<file path="src/design/bitset_mask_table_with_hex_io_top_defines.svh">
// Assertion macros for the slot mask block.
// Included by the top level; depends on nothing else.
`ifndef BITSET_MASK_TABLE_WITH_HEX_IO_TOP_DEFINES_SVH
`define BITSET_MASK_TABLE_WITH_HEX_IO_TOP_DEFINES_SVH

// Same-cycle implication, disabled while reset is held.
`define BMT_ASSERT_IMP(lbl, clk, rstn, ante, cons, msg) \
    lbl: assert property (@(posedge clk) disable iff (!rstn) (ante) |-> (cons)) \
        else $error(msg);

// Plain invariant, disabled while reset is held.
`define BMT_ASSERT_ALWAYS(lbl, clk, rstn, cond, msg) \
    lbl: assert property (@(posedge clk) disable iff (!rstn) (cond)) else $error(msg);

`endif

</file>
<file path="src/design/bmt_pkg.sv">
// Shared types, codes and helper functions for the slot mask block.
// No dependencies.
package bmt_pkg;

    localparam int BMT_SLOT_COUNT  = 64;
    localparam int WORD_W          = 32;
    localparam int NIB_W           = 4;
    localparam int DIGITS_PER_WORD = WORD_W / NIB_W;
    localparam int CNT_OUT_W       = 7;
    localparam int CNT_SAT         = 127;

    typedef enum logic [2:0] {
        OP_CLEAR      = 3'd0,
        OP_WRITE      = 3'd1,
        OP_TOGGLE     = 3'd2,
        OP_QUERY      = 3'd3,
        OP_COUNT      = 3'd4,
        OP_LOAD_BEGIN = 3'd5,
        OP_LOAD_CHAR  = 3'd6,
        OP_DUMP       = 3'd7
    } op_t;

    typedef enum logic [1:0] {
        KIND_QUERY = 2'd0,
        KIND_COUNT = 2'd1,
        KIND_DIGIT = 2'd2
    } kind_t;

    typedef enum logic [1:0] {
        PH_IDLE   = 2'd0,
        PH_SKIP   = 2'd1,
        PH_DIGITS = 2'd2,
        PH_DONE   = 2'd3
    } phase_t;

    localparam logic [7:0] CH_0     = 8'h30;
    localparam logic [7:0] CH_9     = 8'h39;
    localparam logic [7:0] CH_UA    = 8'h41;
    localparam logic [7:0] CH_UF    = 8'h46;
    localparam logic [7:0] CH_LA    = 8'h61;
    localparam logic [7:0] CH_LF    = 8'h66;
    localparam logic [7:0] CH_SPACE = 8'h20;
    localparam logic [7:0] CH_TAB   = 8'h09;
    localparam logic [7:0] TEN      = 8'd10;

    // {valid, nibble} for an ASCII hex digit of either case
    function automatic logic [NIB_W:0] hex_decode(input logic [7:0] c);
        logic [7:0] v;
        logic       ok;
        v  = 8'd0;
        ok = 1'b0;
        if (c >= CH_0 && c <= CH_9) begin
            v  = c - CH_0;
            ok = 1'b1;
        end else if (c >= CH_LA && c <= CH_LF) begin
            v  = c - CH_LA + TEN;
            ok = 1'b1;
        end else if (c >= CH_UA && c <= CH_UF) begin
            v  = c - CH_UA + TEN;
            ok = 1'b1;
        end
        return {ok, v[NIB_W-1:0]};
    endfunction

    // upper-case ASCII digit of a nibble
    function automatic logic [6:0] nib_to_ascii(input logic [NIB_W-1:0] n);
        logic [7:0] c;
        if ({4'd0, n} < TEN) begin
            c = CH_0 + {4'd0, n};
        end else begin
            c = CH_UA + {4'd0, n} - TEN;
        end
        return c[6:0];
    endfunction

    function automatic logic [2:0] pop4(input logic [NIB_W-1:0] n);
        return 3'(n[0]) + 3'(n[1]) + 3'(n[2]) + 3'(n[3]);
    endfunction

endpackage

</file>
<file path="src/design/bitset_mask_table_with_hex_io_top.sv">
// Slot mask with bit update, query, population count and hex load/dump.
// Clear all and load begin take effect as they are taken; write and toggle read the word, then
//   write it back; query and count answers are registered in S_RESULT once the output is free.
// Load char: a hex digit starts a shift walk over every word of the mask memory through its
//   single read port; dump gives one digit a cycle while the result channel is ready.
// Reset (aresetn low, synchronous): per-word valid bits, bit count and load phase clear at
//   once, so the mask reads as zero; no clearing pass over the memory.
`include "bitset_mask_table_with_hex_io_top_defines.svh"

module bitset_mask_table_with_hex_io_top
    import bmt_pkg::*;
#(
    parameter int SLOT_COUNT = BMT_SLOT_COUNT
) (
    input  logic        aclk,
    input  logic        aresetn,
    // input channel
    input  logic        s_tvalid,
    output logic        s_tready,
    input  logic [31:0] s_tdata,   // slot_index[15:0], bit_value[16], char_in[24:17], zero pad
    input  logic [2:0]  s_tuser,   // opcode[2:0]
    // result channel
    output logic        m_tvalid,
    input  logic        m_tready,
    output logic [15:0] m_tdata,   // is_set[0], total_set[7:1], hex_char[14:8], zero pad[15]
    output logic [1:0]  m_tuser,   // result_kind[1:0]
    output logic        m_tlast    // last digit of a dump; high on query and count answers
);

    // ------------------------------------------------------------------
    // Geometry derived from the slot count
    // ------------------------------------------------------------------
    localparam int NWORDS   = (SLOT_COUNT + WORD_W - 1) / WORD_W;
    localparam int WIDX_W   = (NWORDS > 1) ? $clog2(NWORDS) : 1;
    localparam int CNT_W    = $clog2(SLOT_COUNT + 1);
    localparam int BITPOS_W = $clog2(WORD_W);
    localparam int TOP_BITS = SLOT_COUNT - WORD_W * (NWORDS - 1);
    localparam logic [WORD_W-1:0] TOP_MASK =
        (TOP_BITS == WORD_W) ? {WORD_W{1'b1}} : WORD_W'((64'd1 << TOP_BITS) - 64'd1);
    localparam logic [WIDX_W-1:0] LAST_WORD = WIDX_W'(NWORDS - 1);
    localparam logic [2:0]        LAST_NIB  = 3'(DIGITS_PER_WORD - 1);

    // One-hot sequencer states
    typedef enum logic [4:0] {
        S_IDLE   = 5'b00001,
        S_RMW    = 5'b00010,
        S_RESULT = 5'b00100,
        S_SHIFT  = 5'b01000,
        S_DUMP   = 5'b10000
    } state_t;

    // ------------------------------------------------------------------
    // Input unpacking
    // ------------------------------------------------------------------
    op_t                 in_op;
    logic [15:0]         in_idx;
    logic                in_bv;
    logic [7:0]          in_ch;
    logic                in_range;
    logic [WIDX_W-1:0]   in_word;
    logic [NIB_W:0]      in_hex;
    logic                accept;

    assign in_op    = op_t'(s_tuser);
    assign in_idx   = s_tdata[15:0];
    assign in_bv    = s_tdata[16];
    assign in_ch    = s_tdata[24:17];
    assign in_range = ({16'd0, in_idx} < 32'(SLOT_COUNT));
    assign in_word  = in_idx[BITPOS_W +: WIDX_W];
    assign in_hex   = hex_decode(in_ch);

    // ------------------------------------------------------------------
    // Registers
    // ------------------------------------------------------------------
    state_t               state_reg, state_next;
    op_t                  op_reg, op_next;
    logic [BITPOS_W-1:0]  bitpos_reg, bitpos_next;
    logic                 bv_reg, bv_next;
    logic                 inrange_reg, inrange_next;
    logic [WIDX_W-1:0]    word_reg, word_next;
    logic [2:0]           nibcnt_reg, nibcnt_next;
    logic [NIB_W-1:0]     carry_reg, carry_next;
    logic [NIB_W-1:0]     nib_reg, nib_next;
    logic [CNT_W-1:0]     cnt_reg, cnt_next;
    phase_t               phase_reg, phase_next;
    logic [NWORDS-1:0]    vld_reg, vld_next;

    logic                 m_valid_reg, m_valid_next;
    kind_t                kind_reg, kind_next;
    logic                 set_reg, set_next;
    logic [CNT_OUT_W-1:0] tot_reg, tot_next;
    logic [6:0]           hex_reg, hex_next;
    logic                 last_reg, last_next;

    // Mask memory: one write and one registered read port
    logic [WORD_W-1:0]    mem [NWORDS];
    logic [WORD_W-1:0]    rd_data_reg;
    logic                 rd_vld_reg;
    logic                 mem_re, mem_we;
    logic [WIDX_W-1:0]    mem_raddr, mem_waddr;
    logic [WORD_W-1:0]    mem_wdata;

    // ------------------------------------------------------------------
    // Datapath helpers
    // ------------------------------------------------------------------
    logic                 out_free;
    logic [WORD_W-1:0]    word_data;   // read word, zero when never written since a clear
    logic                 old_bit, new_bit;
    logic [WORD_W-1:0]    bit_sel;
    logic [WORD_W-1:0]    shifted;
    logic [WORD_W+NIB_W-1:0] shift_ext;
    logic [NIB_W-1:0]     lost_nib;
    logic [NIB_W-1:0]     dump_nib;
    logic [CNT_OUT_W-1:0] cnt_sat;

    assign out_free  = !m_valid_reg || m_tready;
    assign s_tready  = (state_reg == S_IDLE);
    assign accept    = s_tvalid && s_tready;
    assign word_data = rd_vld_reg ? rd_data_reg : '0;
    assign bit_sel   = WORD_W'(1) << bitpos_reg;
    assign old_bit   = word_data[bitpos_reg];
    assign new_bit   = (op_reg == OP_WRITE) ? bv_reg : !old_bit;
    assign shift_ext = {word_data, carry_reg};
    assign shifted   = shift_ext[WORD_W-1:0];
    // nibble pushed past the top slot when the top word shifts
    assign lost_nib  = shift_ext[TOP_BITS +: NIB_W];
    assign dump_nib  = word_data[{nibcnt_reg, 2'b00} +: NIB_W];
    assign cnt_sat   = (32'(cnt_reg) > 32'(CNT_SAT)) ? CNT_OUT_W'(CNT_SAT)
                                                      : CNT_OUT_W'(cnt_reg);

    // ------------------------------------------------------------------
    // Sequencer
    // ------------------------------------------------------------------
    always_comb begin
        state_next   = state_reg;
        op_next      = op_reg;
        bitpos_next  = bitpos_reg;
        bv_next      = bv_reg;
        inrange_next = inrange_reg;
        word_next    = word_reg;
        nibcnt_next  = nibcnt_reg;
        carry_next   = carry_reg;
        nib_next     = nib_reg;
        cnt_next     = cnt_reg;
        phase_next   = phase_reg;
        vld_next     = vld_reg;

        m_valid_next = m_valid_reg && !m_tready;
        kind_next    = kind_reg;
        set_next     = set_reg;
        tot_next     = tot_reg;
        hex_next     = hex_reg;
        last_next    = last_reg;

        mem_re    = 1'b0;
        mem_raddr = in_word;
        mem_we    = 1'b0;
        mem_waddr = word_reg;
        mem_wdata = '0;

        unique case (state_reg)
            S_IDLE: begin
                if (accept) begin
                    op_next     = in_op;
                    bitpos_next = in_idx[BITPOS_W-1:0];
                    bv_next     = in_bv;
                    unique case (in_op)
                        OP_CLEAR: begin
                            vld_next = '0;
                            cnt_next = '0;
                        end
                        OP_WRITE, OP_TOGGLE: begin
                            // drop out-of-range updates
                            if (in_range) begin
                                mem_re     = 1'b1;
                                mem_raddr  = in_word;
                                word_next  = in_word;
                                state_next = S_RMW;
                            end
                        end
                        OP_QUERY: begin
                            inrange_next = in_range;
                            mem_re       = in_range;
                            mem_raddr    = in_word;
                            state_next   = S_RESULT;
                        end
                        OP_COUNT: begin
                            state_next = S_RESULT;
                        end
                        OP_LOAD_BEGIN: begin
                            vld_next   = '0;
                            cnt_next   = '0;
                            phase_next = PH_SKIP;
                        end
                        OP_LOAD_CHAR: begin
                            if ((phase_reg == PH_SKIP || phase_reg == PH_DIGITS) &&
                                !(phase_reg == PH_SKIP &&
                                  (in_ch == CH_SPACE || in_ch == CH_TAB))) begin
                                if (in_hex[NIB_W]) begin
                                    // start the shift walk at word 0
                                    phase_next = PH_DIGITS;
                                    nib_next   = in_hex[NIB_W-1:0];
                                    carry_next = in_hex[NIB_W-1:0];
                                    word_next  = '0;
                                    mem_re     = 1'b1;
                                    mem_raddr  = '0;
                                    state_next = S_SHIFT;
                                end else begin
                                    phase_next = PH_DONE;
                                end
                            end
                        end
                        OP_DUMP: begin
                            word_next   = LAST_WORD;
                            nibcnt_next = LAST_NIB;
                            mem_re      = 1'b1;
                            mem_raddr   = LAST_WORD;
                            state_next  = S_DUMP;
                        end
                    endcase
                end
            end

            S_RMW: begin
                mem_we    = 1'b1;
                mem_waddr = word_reg;
                mem_wdata = (word_data & ~bit_sel) | (new_bit ? bit_sel : '0);
                if (new_bit && !old_bit) begin
                    cnt_next = cnt_reg + CNT_W'(1);
                end else if (old_bit && !new_bit) begin
                    cnt_next = cnt_reg - CNT_W'(1);
                end
                state_next = S_IDLE;
            end

            S_RESULT: begin
                // hold until the output register frees up
                if (out_free) begin
                    m_valid_next = 1'b1;
                    hex_next     = '0;
                    last_next    = 1'b1;
                    if (op_reg == OP_QUERY) begin
                        kind_next = KIND_QUERY;
                        set_next  = inrange_reg && old_bit;
                        tot_next  = '0;
                    end else begin
                        kind_next = KIND_COUNT;
                        set_next  = 1'b0;
                        tot_next  = cnt_sat;
                    end
                    state_next = S_IDLE;
                end
            end

            S_SHIFT: begin
                mem_we    = 1'b1;
                mem_waddr = word_reg;
                if (word_reg == LAST_WORD) begin
                    mem_wdata  = shifted & TOP_MASK;
                    cnt_next   = cnt_reg + CNT_W'(pop4(nib_reg)) - CNT_W'(pop4(lost_nib));
                    state_next = S_IDLE;
                end else begin
                    // advance: carry the top nibble into the next word
                    mem_wdata  = shifted;
                    carry_next = word_data[WORD_W-1 -: NIB_W];
                    word_next  = word_reg + WIDX_W'(1);
                    mem_re     = 1'b1;
                    mem_raddr  = word_reg + WIDX_W'(1);
                end
            end

            S_DUMP: begin
                if (out_free) begin
                    m_valid_next = 1'b1;
                    kind_next    = KIND_DIGIT;
                    set_next     = 1'b0;
                    tot_next     = '0;
                    hex_next     = nib_to_ascii(dump_nib);
                    last_next    = (word_reg == '0) && (nibcnt_reg == '0);
                    if (nibcnt_reg == '0) begin
                        if (word_reg == '0) begin
                            state_next = S_IDLE;
                        end else begin
                            // fetch the next lower word while this word's last digit goes out
                            mem_re      = 1'b1;
                            mem_raddr   = word_reg - WIDX_W'(1);
                            word_next   = word_reg - WIDX_W'(1);
                            nibcnt_next = LAST_NIB;
                        end
                    end else begin
                        nibcnt_next = nibcnt_reg - 3'd1;
                    end
                end
            end

            default: begin
                state_next = S_IDLE;
            end
        endcase

        if (mem_we) begin
            vld_next[mem_waddr] = 1'b1;
        end
    end

    // Control state
    always_ff @(posedge aclk) begin
        if (!aresetn) begin
            state_reg   <= S_IDLE;
            m_valid_reg <= 1'b0;
            cnt_reg     <= '0;
            phase_reg   <= PH_IDLE;
            vld_reg     <= '0;
        end else begin
            state_reg   <= state_next;
            m_valid_reg <= m_valid_next;
            cnt_reg     <= cnt_next;
            phase_reg   <= phase_next;
            vld_reg     <= vld_next;
        end
    end

    // Payload and working registers
    always_ff @(posedge aclk) begin
        op_reg      <= op_next;
        bitpos_reg  <= bitpos_next;
        bv_reg      <= bv_next;
        inrange_reg <= inrange_next;
        word_reg    <= word_next;
        nibcnt_reg  <= nibcnt_next;
        carry_reg   <= carry_next;
        nib_reg     <= nib_next;
        kind_reg    <= kind_next;
        set_reg     <= set_next;
        tot_reg     <= tot_next;
        hex_reg     <= hex_next;
        last_reg    <= last_next;
    end

    // Mask memory; the sequencer never reads and writes one word in the same cycle
    always_ff @(posedge aclk) begin
        if (mem_we) begin
            mem[mem_waddr] <= mem_wdata;
        end
        if (mem_re) begin
            rd_data_reg <= mem[mem_raddr];
            rd_vld_reg  <= vld_reg[mem_raddr];
        end
    end

    // ------------------------------------------------------------------
    // Output packing
    // ------------------------------------------------------------------
    assign m_tvalid = m_valid_reg;
    assign m_tdata  = {1'b0, hex_reg, tot_reg, set_reg};
    assign m_tuser  = kind_reg;
    assign m_tlast  = last_reg;

    // ------------------------------------------------------------------
    // Assertions
    // ------------------------------------------------------------------
    `BMT_ASSERT_IMP(a_no_rw_same_word, aclk, aresetn, mem_re && mem_we,
        mem_raddr != mem_waddr, "read and write hit the same mask word")
    `BMT_ASSERT_IMP(a_waddr_in_range, aclk, aresetn, mem_we || mem_re,
        (32'(mem_waddr) < NWORDS) && (32'(mem_raddr) < NWORDS),
        "mask memory address beyond last word")
    `BMT_ASSERT_ALWAYS(a_count_bound, aclk, aresetn, 32'(cnt_reg) <= SLOT_COUNT,
        "set count exceeds slot count")
    `BMT_ASSERT_IMP(a_shift_phase, aclk, aresetn, state_reg == S_SHIFT,
        phase_reg == PH_DIGITS, "shift walk outside digit phase")

endmodule
</file>
<file path="config.mk">
export PLATFORM = sky130hd
export DESIGN_NAME = bitset_mask_table_with_hex_io_top
export DESIGN_NICKNAME = d
export VERILOG_FILES = /design/src/design/bmt_pkg.sv /design/src/design/bitset_mask_table_with_hex_io_top.sv
export VERILOG_INCLUDE_DIRS = /design/src /design/src/design
export SDC_FILE = /design/constraint.sdc
export NUM_CORES = 1
export LEC_CHECK = 0
export BUFFER_PORTS_ARGS = -buffer_cell sky130_fd_sc_hd__buf_2
export CAP_MARGIN = 20
export CORE_MARGIN = 4
export CORE_UTILIZATION = 42
export CTS_CLUSTER_DIAMETER = 30
export DETAILED_ROUTE_END_ITERATION = 16
export PLACE_DENSITY_LB_ADDON = 0.15
export RECOVER_POWER = 25
export SLEW_MARGIN = 30
export SYNTH_ARGS = -nofsm -noshare
export SYNTH_HDL_FRONTEND = slang
export SYNTH_SLANG_ARGS = --single-unit
</file>
<file path="constraint.sdc">
create_clock -name aclk -period 4 [get_ports aclk]
set_input_delay 1.2 -clock aclk [delete_from_list [all_inputs] [get_ports aclk]]
set_output_delay 1.2 -clock aclk [all_outputs]
set_load 0.02 [all_outputs]
</file>
# Word level (Yosys, flattened, before mapping)
# Memory sizes are Yosys's and may differ from the RTL's. A register that Yosys moved wholly into a read port is not among the register bits.
# Index checks and enable logic that the tools add are counted.
# totals
input_bits,39
mem_bits_rw,64
wordCells,245
output_inout_bits,21
register_bits,58
memories,1
# classes
order_cmp,12
bitwise_logic,5
n_reduce_logical,43
shifts,2
muxes,104
eq_ne,38
addsub,21
# mem_list
name,words,word_bits,read_ports,rd_ports_with_merged_regs,write_ports,line_no,rtl
mem,2,32,1,1,1,bitset_mask_table_with_hex_io_top.sv:96,logic [WORD_W-1:0] mem [NWORDS];
# op_table
operator,count
$mux W7,10
$mux W32,2
$pmux W32 S2,1
$mux W5,9
$mux W1,43
$pmux W5 S4,2
$and A32 B32 Y32,1
$mux W4,8
$not A32 Y32,1
$or A32 B32 Y32,1
$shiftx A32 B6 Y4,1
$shl A1 B5 Y32 const A,1
$pmux W7 S2,2
$pmux W7 S3,1
$ge A8 B7 Y1 const B,2
$le A8 B7 Y1 const B,2
$lt A16 B7 Y1 const B,1
$ne A2 B2 Y1 const B,8
$mux W3,5
$ne A3 B3 Y1 const B,5
$reduce_and A5 Y1,3
$mux W2,7
$eq A3 B3 Y1 const B,4
$logic_and A1 B1 Y1,12
57 further kinds,93

# Longest topological paths before layout
# Gate-level depths: netlist (run 1).
# depth
word_depth,12
ltp_mapped,18
mapped_depth_nobuf,16

# Worst setup path before layout (run 1)
# Ideal clock, no wire load.
# synth_path
kind,input port to flip-flop
from,input port s_tdata[24]
to,"register rd_data_reg[0], read port of mem (enable)"
setup_time_ns,0.397
t_arrival_ns,3.677
path_slack_ns,-0.074
n_path_buf,0
path_stages,6
required_ns,3.603
path_cell_list,or4b_1 a311oi_2 or2_2 nor2b_1 or2_2 a311o_1
# synth_between
elab_chain_cells,10
elab_cells_between_ends,28
cone_classes,order compare (6); eq/ne (2); mux (13); reduce/logical (7)
# synth_lines
element,line_no,rtl
"start, declared",bitset_mask_table_with_hex_io_top.sv:20,"input logic [31:0] s_tdata,"
$ge A8 B7 Y1 / $le A8 B7 Y1 (equally long branches),bmt_pkg.sv:58,end else if (c >= CH_UA && c <= CH_UF) begin
$logic_and A1 B1 Y1,bmt_pkg.sv:58,
$mux W1,bmt_pkg.sv:58,
$mux W1,bmt_pkg.sv:55,end else if (c >= CH_LA && c <= CH_LF) begin
$mux W1,bmt_pkg.sv:52,if (c >= CH_0 && c <= CH_9) begin
$mux W1,bitset_mask_table_with_hex_io_top.sv:199,if (in_hex[NIB_W]) begin
$mux W1 (*),bitset_mask_table_with_hex_io_top.sv:196,if ((phase_reg == PH_SKIP || phase_reg == PH_DIGITS) &&
$pmux W1 S4 (*),bitset_mask_table_with_hex_io_top.sv:167,unique case (in_op)
$mux W1 (*),bitset_mask_table_with_hex_io_top.sv:163,if (accept) begin
$pmux W1 S3 (*),bitset_mask_table_with_hex_io_top.sv:161,unique case (state_reg)
net mem_re,bitset_mask_table_with_hex_io_top.sv:99,"logic mem_re, mem_we;"
"end, declared",bitset_mask_table_with_hex_io_top.sv:97,logic [WORD_W-1:0] rd_data_reg;
# Mark *: on every way through the listed nets, which the timed path passes. The rest lies on a longest branch.
# A chain may end at the register's enable or synchronous reset.

# Worst setup path in the final report (run 1)
# layout_path
from,register bitpos_reg[1]
to,register cnt_reg[6]
# layout_between
elab_chain_cells,8
elab_cells_between_ends,11
cone_classes,eq/ne (1); mux (5); reduce/logical (5)
# layout_lines
element,line_no,rtl
"start, declared",bitset_mask_table_with_hex_io_top.sv:77,"logic [BITPOS_W-1:0] bitpos_reg, bitpos_next;"
"start signal, assigned",bitset_mask_table_with_hex_io_top.sv:326,bitpos_reg <= bitpos_next;
$bmux W1 S5 (*),bitset_mask_table_with_hex_io_top.sv:121,assign old_bit = word_data[bitpos_reg];
$mux W1 (implied by the code) (*),bitset_mask_table_with_hex_io_top.sv:121,
$logic_not A1 Y1,"bitset_mask_table_with_hex_io_top.sv:122, bitset_mask_table_with_hex_io_top.sv:228",
$mux W1,bitset_mask_table_with_hex_io_top.sv:122,assign new_bit = (op_reg == OP_WRITE) ? bv_reg : !old_bit;
$logic_not A1 Y1,bitset_mask_table_with_hex_io_top.sv:230,end else if (old_bit && !new_bit) begin
$logic_and A1 B1 Y1,bitset_mask_table_with_hex_io_top.sv:230,
$ne A3 B3 Y1 (no line),--,
$reduce_and A5 Y1 (no line),--,
"end signal, assigned",bitset_mask_table_with_hex_io_top.sv:317,cnt_reg <= cnt_next;
"end, declared",bitset_mask_table_with_hex_io_top.sv:84,"logic [CNT_W-1:0] cnt_reg, cnt_next;"
# Every way passes the cells marked *; elsewhere a longest branch is shown, timed or not. The select of a mux whose other input is x is not followed.

==> results of run 1 <==
==> power breakdown <==
part | switching [mW] | internal, mW | total [mW] | leakage, nW
registers | 0.154 | 2.02 | 2.17 | 1.37
clock network | 0.619 | 1.04 | 1.66 | 0.287
logic | 1.15 | 0.828 | 1.98 | 1.68
==> synth_stat cells (all sizes together), types with 3 or more instances <==
library cell,instances
a21oi,41
a31oi,7
a32o,3
nand4,8
nor2b,16
a22o,8
nor3b,4
buf,14
nor3,19
a32oi,8
nor2,32
mux2i,4
and3,7
o21ai,37
a311oi,4
xor2,5
dfxtp,17
edfxtp,137
o311ai,4
or2,4
mux4,8
o221ai,5
xnor2,10
mux2,43
and2,18
inv,35
nand3,24
a221o,3
clkbuf,25
nand2b,11
ha,19
o22ai,12
a21o,5
nand2,67
or3,4
nand3b,8
o211ai,9
fa,7
==> placed cells by master, fill, tap and decap left out, drive strengths merged, types with 9 or more instances in the layout <==
cell type and count:
edfxtp 137, nand2 67, buf 54, clkbuf 49
mux2 43, a21oi 41, o21ai 37, inv 35
nor2 32, nand3 24, nor3 19, ha 19
and2 18, dfxtp 17, nor2b 16, o22ai 12
nand2b 11, xnor2 10, o211ai 9
==> worst register-to-register path: stages, from the launching register on <==
cell	delay (ns)
sky130_fd_sc_hd__edfxtp_1	0.41
sky130_fd_sc_hd__buf_12	0.18
sky130_fd_sc_hd__nor4bb_1	0.30
sky130_fd_sc_hd__a31oi_1	0.08
sky130_fd_sc_hd__a221o_1	0.35
sky130_fd_sc_hd__a32oi_1	0.28
sky130_fd_sc_hd__nor2_2	0.11
sky130_fd_sc_hd__o21ai_2	0.12
sky130_fd_sc_hd__inv_2	0.07
sky130_fd_sc_hd__fa_1	0.41
sky130_fd_sc_hd__nor2b_1	0.13
sky130_fd_sc_hd__o21ai_0	0.11
sky130_fd_sc_hd__a21oi_1	0.24
sky130_fd_sc_hd__or3_1	0.15
sky130_fd_sc_hd__o2111ai_1	0.13
sky130_fd_sc_hd__xnor2_1	0.15
sky130_fd_sc_hd__a211oi_1	0.23
sky130_fd_sc_hd__nor3_1	0.07
==> cell type report <==
class	instances	share of cell area
clock buffers	23	0.0469
well taps	265	0.0347
multi-input cells	493	0.370
flip-flops and latches	154	0.467
inverters	35	0.0138
clock inverters	9	0.0153
repair buffers	80	0.0522
==> cell families after synthesis <==
| kind of cell | after synthesis |
|---|---|
| and+or+nand+nor | 233 |
| other | 1 |
| buffers and inverters | 74 |
| muxes | 55 |
| adders and majority gates | 26 |
| xor gates and xnor gates | 15 |
| AOI/OAI and AO/OA | 163 |
| DFF | 154 |
==> per-stage QoR <==
stage	utilization	hold slack, ns	instance area [µm²]	instances
floorplan	-	0.432	8280	721
global placement	0.464	0.448	8990	1027
detailed placement	0.464	0.449	8990	1027
CTS	0.494	0.468	9590	1059
global route	0.492	0.493	9540	1059
finish	0.492	0.468	9540	1059
==> layer usage <==
metal / track usage / part of all wire
met1: 0.275 / 0.47
met2: 0.298 / 0.46
met3: 0.0369 / 0.055
met4: 0.0739 / 0.022
met5: 0 / 0
==> path summary, 6_finish.rpt <==
path | slack [ns] | cells past startpoint | from | endpoint
setup / recovery | 0.33 | 17 | bitpos_reg[1] | cnt_reg[6]
hold / removal | 0.47 | 2 | vld_reg[1] | vld_reg[1]
setup reg to reg | 0.33 | 17 | bitpos_reg[1] | cnt_reg[6]
hold reg to reg | 0.47 | 2 | vld_reg[1] | vld_reg[1]
==> flow_summary.ini, run 1 <==
[synthesis]
ys_dominant_reg_cell = sky130_fd_sc_hd__edfxtp_1
synthesis.area_um2 = 8270
synthesis.nets = 786
synth_compound_area_frac = 0.131
synthAdderAreaFrac = 0.0457
syn_avg_cell_area_um2 = 11.5
synth_top_family_by_area = simple AND/OR/NAND/NOR gates
mux_contribution_to_synthesized_area = 0.0851
synth.top_cells.by_area = sky130_fd_sc_hd__edfxtp_1 50%, sky130_fd_sc_hd__mux2_1 4.6%, sky130_fd_sc_hd__dfxtp_1 4.1%
edff_count_synth = 137
synth_simple_gate_area_frac = 0.148
post-synth-top-area-fraction = 0.497
ys_async_sr_fraction = 0
synth_xor_area_frac = 0.0159
seq_area_frac_synth = 0.538
synth_seq_cells = 154
yosys_warnings = 0
synth.distinct_cells = 70
yosys.area.top_type = sky130_fd_sc_hd__edfxtp_1
syn-instance-count = 721

[power_and_ir_drop]
vdd_drop_max_v = 0.000357
power_density_nw_per_um2 = 609
total_leakage_power_nw = 3.34
design_power_total_mw = 5.81

[setup_path]
worst_ep_required_time_ns = 4.29
critical_path.cell_chain = buf_12, nor4bb_1, a31oi_1, a221o_1, a32oi_1, nor2_2, o21ai_2, inv_2, fa_1, nor2b_1, o21ai_0, a21oi_1, or3_1, o2111ai_1, xnor2_1, a211oi_1, nor3_1
timing.critical_path.from_type = flop
timing.critical_path.to_type = flop
max_stage_delay_ns = 0.41
data_arrival_time_at_the_worst_slack_endpoint_ns = 3.96
worst-setup-path-type = reg -> reg
worstPathBufferInverterCount = 2
critPathMaxFanout = 27
top_cell_family_by_delay_on_the_critical_path = compound AO/OA/AOI/OAI gates
critical_path_s_slowest_cell = sky130_fd_sc_hd__edfxtp_1

[grt]
grt_pass1_vias = 6098
grt_start_max_net_pins = 34
first_pass_grt_wire_length_um = 33100
globalRouteOverflowTotal = 0
antenna_found_initial = 0
gr-usage-all-layers = 0.194

[floorplanning]
die_area_um2 = 22000
num_rows = 51
floorplan.die.height_um = 148
initial_util = 0.427
ios = 60
core_area_um2 = 19400
die_w_um = 148

[sta]
finalWorstSetupSlack_ns = 0.328
setup_repair_after_global_routing_missed_its_margin = false
drv_slew = 0
setup_viols_final = 0
worst_slew_pin_slew_ns = 1.01
fin_crit_ns = 3.67
fmax_ghz = 0.272
slew_headroom = 0.328
timing.final.crit_share = 0.918
timing.final.hold_violations = 0
fin_skew_ns = 0.00911
setup_tns_ns = 0

[detailed_routing]
route.detailed.wl_per_inst_um = 19.5
finalWirelength_um = 20600
drtIter0Drc = 687
drt-vias-per-instance = 5.72
ant_nets = 0
drt_drc_violations_left = 0
routed-via-count = 6055
drtPass1Iterations = 5

[place]
post_place_worst_slack_ns = 0.123
place.port_buffers = 51
globalplace.congestion = 0.919
detailedPlacementHpwl_um = 14300

[layout]
syn_to_final_growth_pct = 15.3
seqCellArea_um2 = 4450
antenna_cells_inserted = 0
final_layout_size_suffix_gt1_frac = 0.144
largest_register_ff_count = 64
finish.net_count = 846
multi_input_comb_area_um2 = 3530
nFillCells = 1781

[min_path]
worstHoldPathType = reg -> reg

[clocking]
cts_buf_count = 17
hold_buffers = 0
path_clk_slew_ns = 0.06
cts.root.buffer_cell = sky130_fd_sc_hd__clkbuf_16
cts_resized = 0
clk_latency_ns = 0.43
cts_buffer_depth = 2
clock-sinks = 154
post-cts-setup-buffer-count = 0
cts_max_level = 4
cts_tree = built

[job]
drv_cap = 0

[status]
run_status = completed
No activity file was read; power rests on OpenSTA's default activity.
==> inputs of run 2 (changes only) <==
- PLACE_DENSITY_LB_ADDON: 0.15 -> default
- TNS_END_PERCENT: default -> 10
==> run 2 against run 1 <==
Net effect:
- flip-flop and latch count unchanged
- routed wire length shrank 1.3%
- highest routed layer unchanged
- clock skew up 0.0049 ns
- clock-buffer cell count grew 3
- worst setup slack better by 0.058 ns
- clock power shrank 7%
==> flow_summary.ini, run 2 (synthesis gave the netlist of run 1 again) <==
[status]
run_status = completed

[clocking]
cts_buf_count = 17
cts_buffer_depth = 2
cts_max_level = 4
path_clk_slew_ns = 0.06
clock-sinks = 154
clk_latency_ns = 0.43
cts.root.buffer_cell = sky130_fd_sc_hd__clkbuf_16
cts_tree = built
hold_buffers = 0

[setup_path]
critPathMostFrequentCell = sky130_fd_sc_hd__ha_1
cp-startpoint = rd_data_reg[30]
worstPathBufferInverterCount = 1
top_cell_family_by_delay_on_the_critical_path = adder cells
worst_r2r_path_depth = 16
timing.reg2reg.setup_slack_ns = 0.39
critical_path_s_slowest_cell = sky130_fd_sc_hd__edfxtp_1
critPathMaxFanout = 4
r2r_end = cnt_reg[6]
max_stage_delay_ns = 0.49
data_arrival_time_at_the_worst_slack_endpoint_ns = 3.90
critical_path.cell_chain = xor2_1, and2_1, ha_1, nor3b_1, ha_1, fa_1, inv_1, ha_1, a21o_1, a21oi_1, nand2_1, a21oi_1, xnor2_1, o21ai_0, a211oi_1, nor3_1
setup.worst_path.end = cnt_reg[6]
worst-setup-path-type = reg -> reg
worst_ep_required_time_ns = 4.29
r2r-start = rd_data_reg[30]
timing.critical_path.from_type = flop
timing.critical_path.depth = 16
timing.critical_path.to_type = flop

[sta]
setup_repair_after_global_routing_missed_its_margin = false
setup_tns_ns = 0
timing.final.hold_violations = 0
fin_skew_ns = 0.0140
setup_viols_final = 0
fin_worst_hold_slack_ns = 0.471
slew_headroom = 0.304
fin_crit_ns = 3.61
fmax_ghz = 0.277
drv_slew = 0
worst_slew_pin_slew_ns = 1.04
timing.final.crit_share = 0.904

[floorplanning]
ios = 60
core_area_um2 = 19400
die_w_um = 148
initial_util = 0.427
num_rows = 51
die_area_um2 = 22000
floorplan.die.height_um = 148

[power_and_ir_drop]
design_power_total_mw = 5.66
power_density_nw_per_um2 = 595
vdd_drop_max_v = 0.000346
total_leakage_power_nw = 3.35

[detailed_routing]
drt_drc_violations_left = 0
ant_nets = 0
finalWirelength_um = 20400
drtIter0Drc = 530
drt-vias-per-instance = 5.74
route.detailed.wl_per_inst_um = 19.2
drtPass1Iterations = 5
routed-via-count = 6094

[layout]
mostFrequentLayoutCells = 137 x sky130_fd_sc_hd__edfxtp_1, 67 x sky130_fd_sc_hd__nand2_1, 39 x sky130_fd_sc_hd__a21oi_1, 34 x sky130_fd_sc_hd__mux2_1, 33 x sky130_fd_sc_hd__inv_1
finish.net_count = 849
largest_register_ff_count = 64
syn_to_final_growth_pct = 15.1
antenna_cells_inserted = 0
finalNonFillerCells = 1062
final_layout_size_suffix_gt1_frac = 0.151
layout_commonest_cell = sky130_fd_sc_hd__edfxtp_1

[place]
place.port_buffers = 51
globalplace.congestion = 0.971
detailedPlacementHpwl_um = 14200
dp_cells = 1027

[grt]
grt_pass1_vias = 6064
grt_start_max_net_pins = 40
globalRouteOverflowTotal = 0
use_met3 = 0.0299
antenna_found_initial = 0
gr-usage-all-layers = 0.191
use_met1 = 0.264
grt-busiest-layer = met2
first_pass_grt_wire_length_um = 32900
globalRouteMet2Util = 0.304

[min_path]
worstHoldPathType = reg -> reg
min_delay_path_depth = 2

[job]
drv_cap = 0
## run 2: metal layers
| layer | vias to the layer above | part of all wire |
|---|---|---|
| li1 | 2853 | - |
| met1 | 2993 | 0.45 |
| met4 | 0 | 0.020 |
| met2 | 216 | 0.47 |
| met3 | 32 | 0.057 |
| met5 | - | 0 |
## run 2: repair_timing
| action | CTS | global route |
|---|---|---|
| setup endpoints to repair | 0 | 2 |
| gates resized for setup | 0 | 3 |
| buffers inserted | 0 | 3 |
## run 2: worst min-delay path by stage
stage | from | end | slack, ns
after CTS | vld_reg[1] | vld_reg[1] | 0.48
after floorplan | vld_reg[1] | vld_reg[1] | 0.43
final | vld_reg[1] | vld_reg[1] | 0.47
after detailed placement | vld_reg[1] | vld_reg[1] | 0.47
after global routing | vld_reg[1] | vld_reg[1] | 0.51
after global placement | vld_reg[1] | vld_reg[1] | 0.44
## run 2: report_power, final
group	internal, mW	switching (mW)
Sequential	2.02	0.151
Combinational	0.813	1.14
Clock	0.933	0.611
## run 2: area by class of cell
type                            instances  area, µm²
Timing Repair Buffer                   83        497
Sequential cell                       154       4450
Multi-Input combinational cell        493       3530
Clock inverter                          6       31.3
Fill cell                            1780       9880
Clock buffer                           26        543
Inverter                               35        131
Tap cell                              265        332
## run 2: stage by stage
step           worst slack (ns)   util  instance area (µm²)
3_5_place_dp            0.00854  0.462                 8970
6_report                  0.386  0.491                 9520
3_3_place_gp              0.172  0.462                 8970
4_1_cts                   0.107  0.492                 9540
5_1_grt                  0.0815  0.491                 9520
2_1_floorplan             0.245      -                 8280
## run 2: tightest hold or removal path: stages, from the launching register on
cell and delay [ns]:
sky130_fd_sc_hd__dfxtp_1 0.31, sky130_fd_sc_hd__nand2_1 0.05, sky130_fd_sc_hd__a21oi_1 0.06
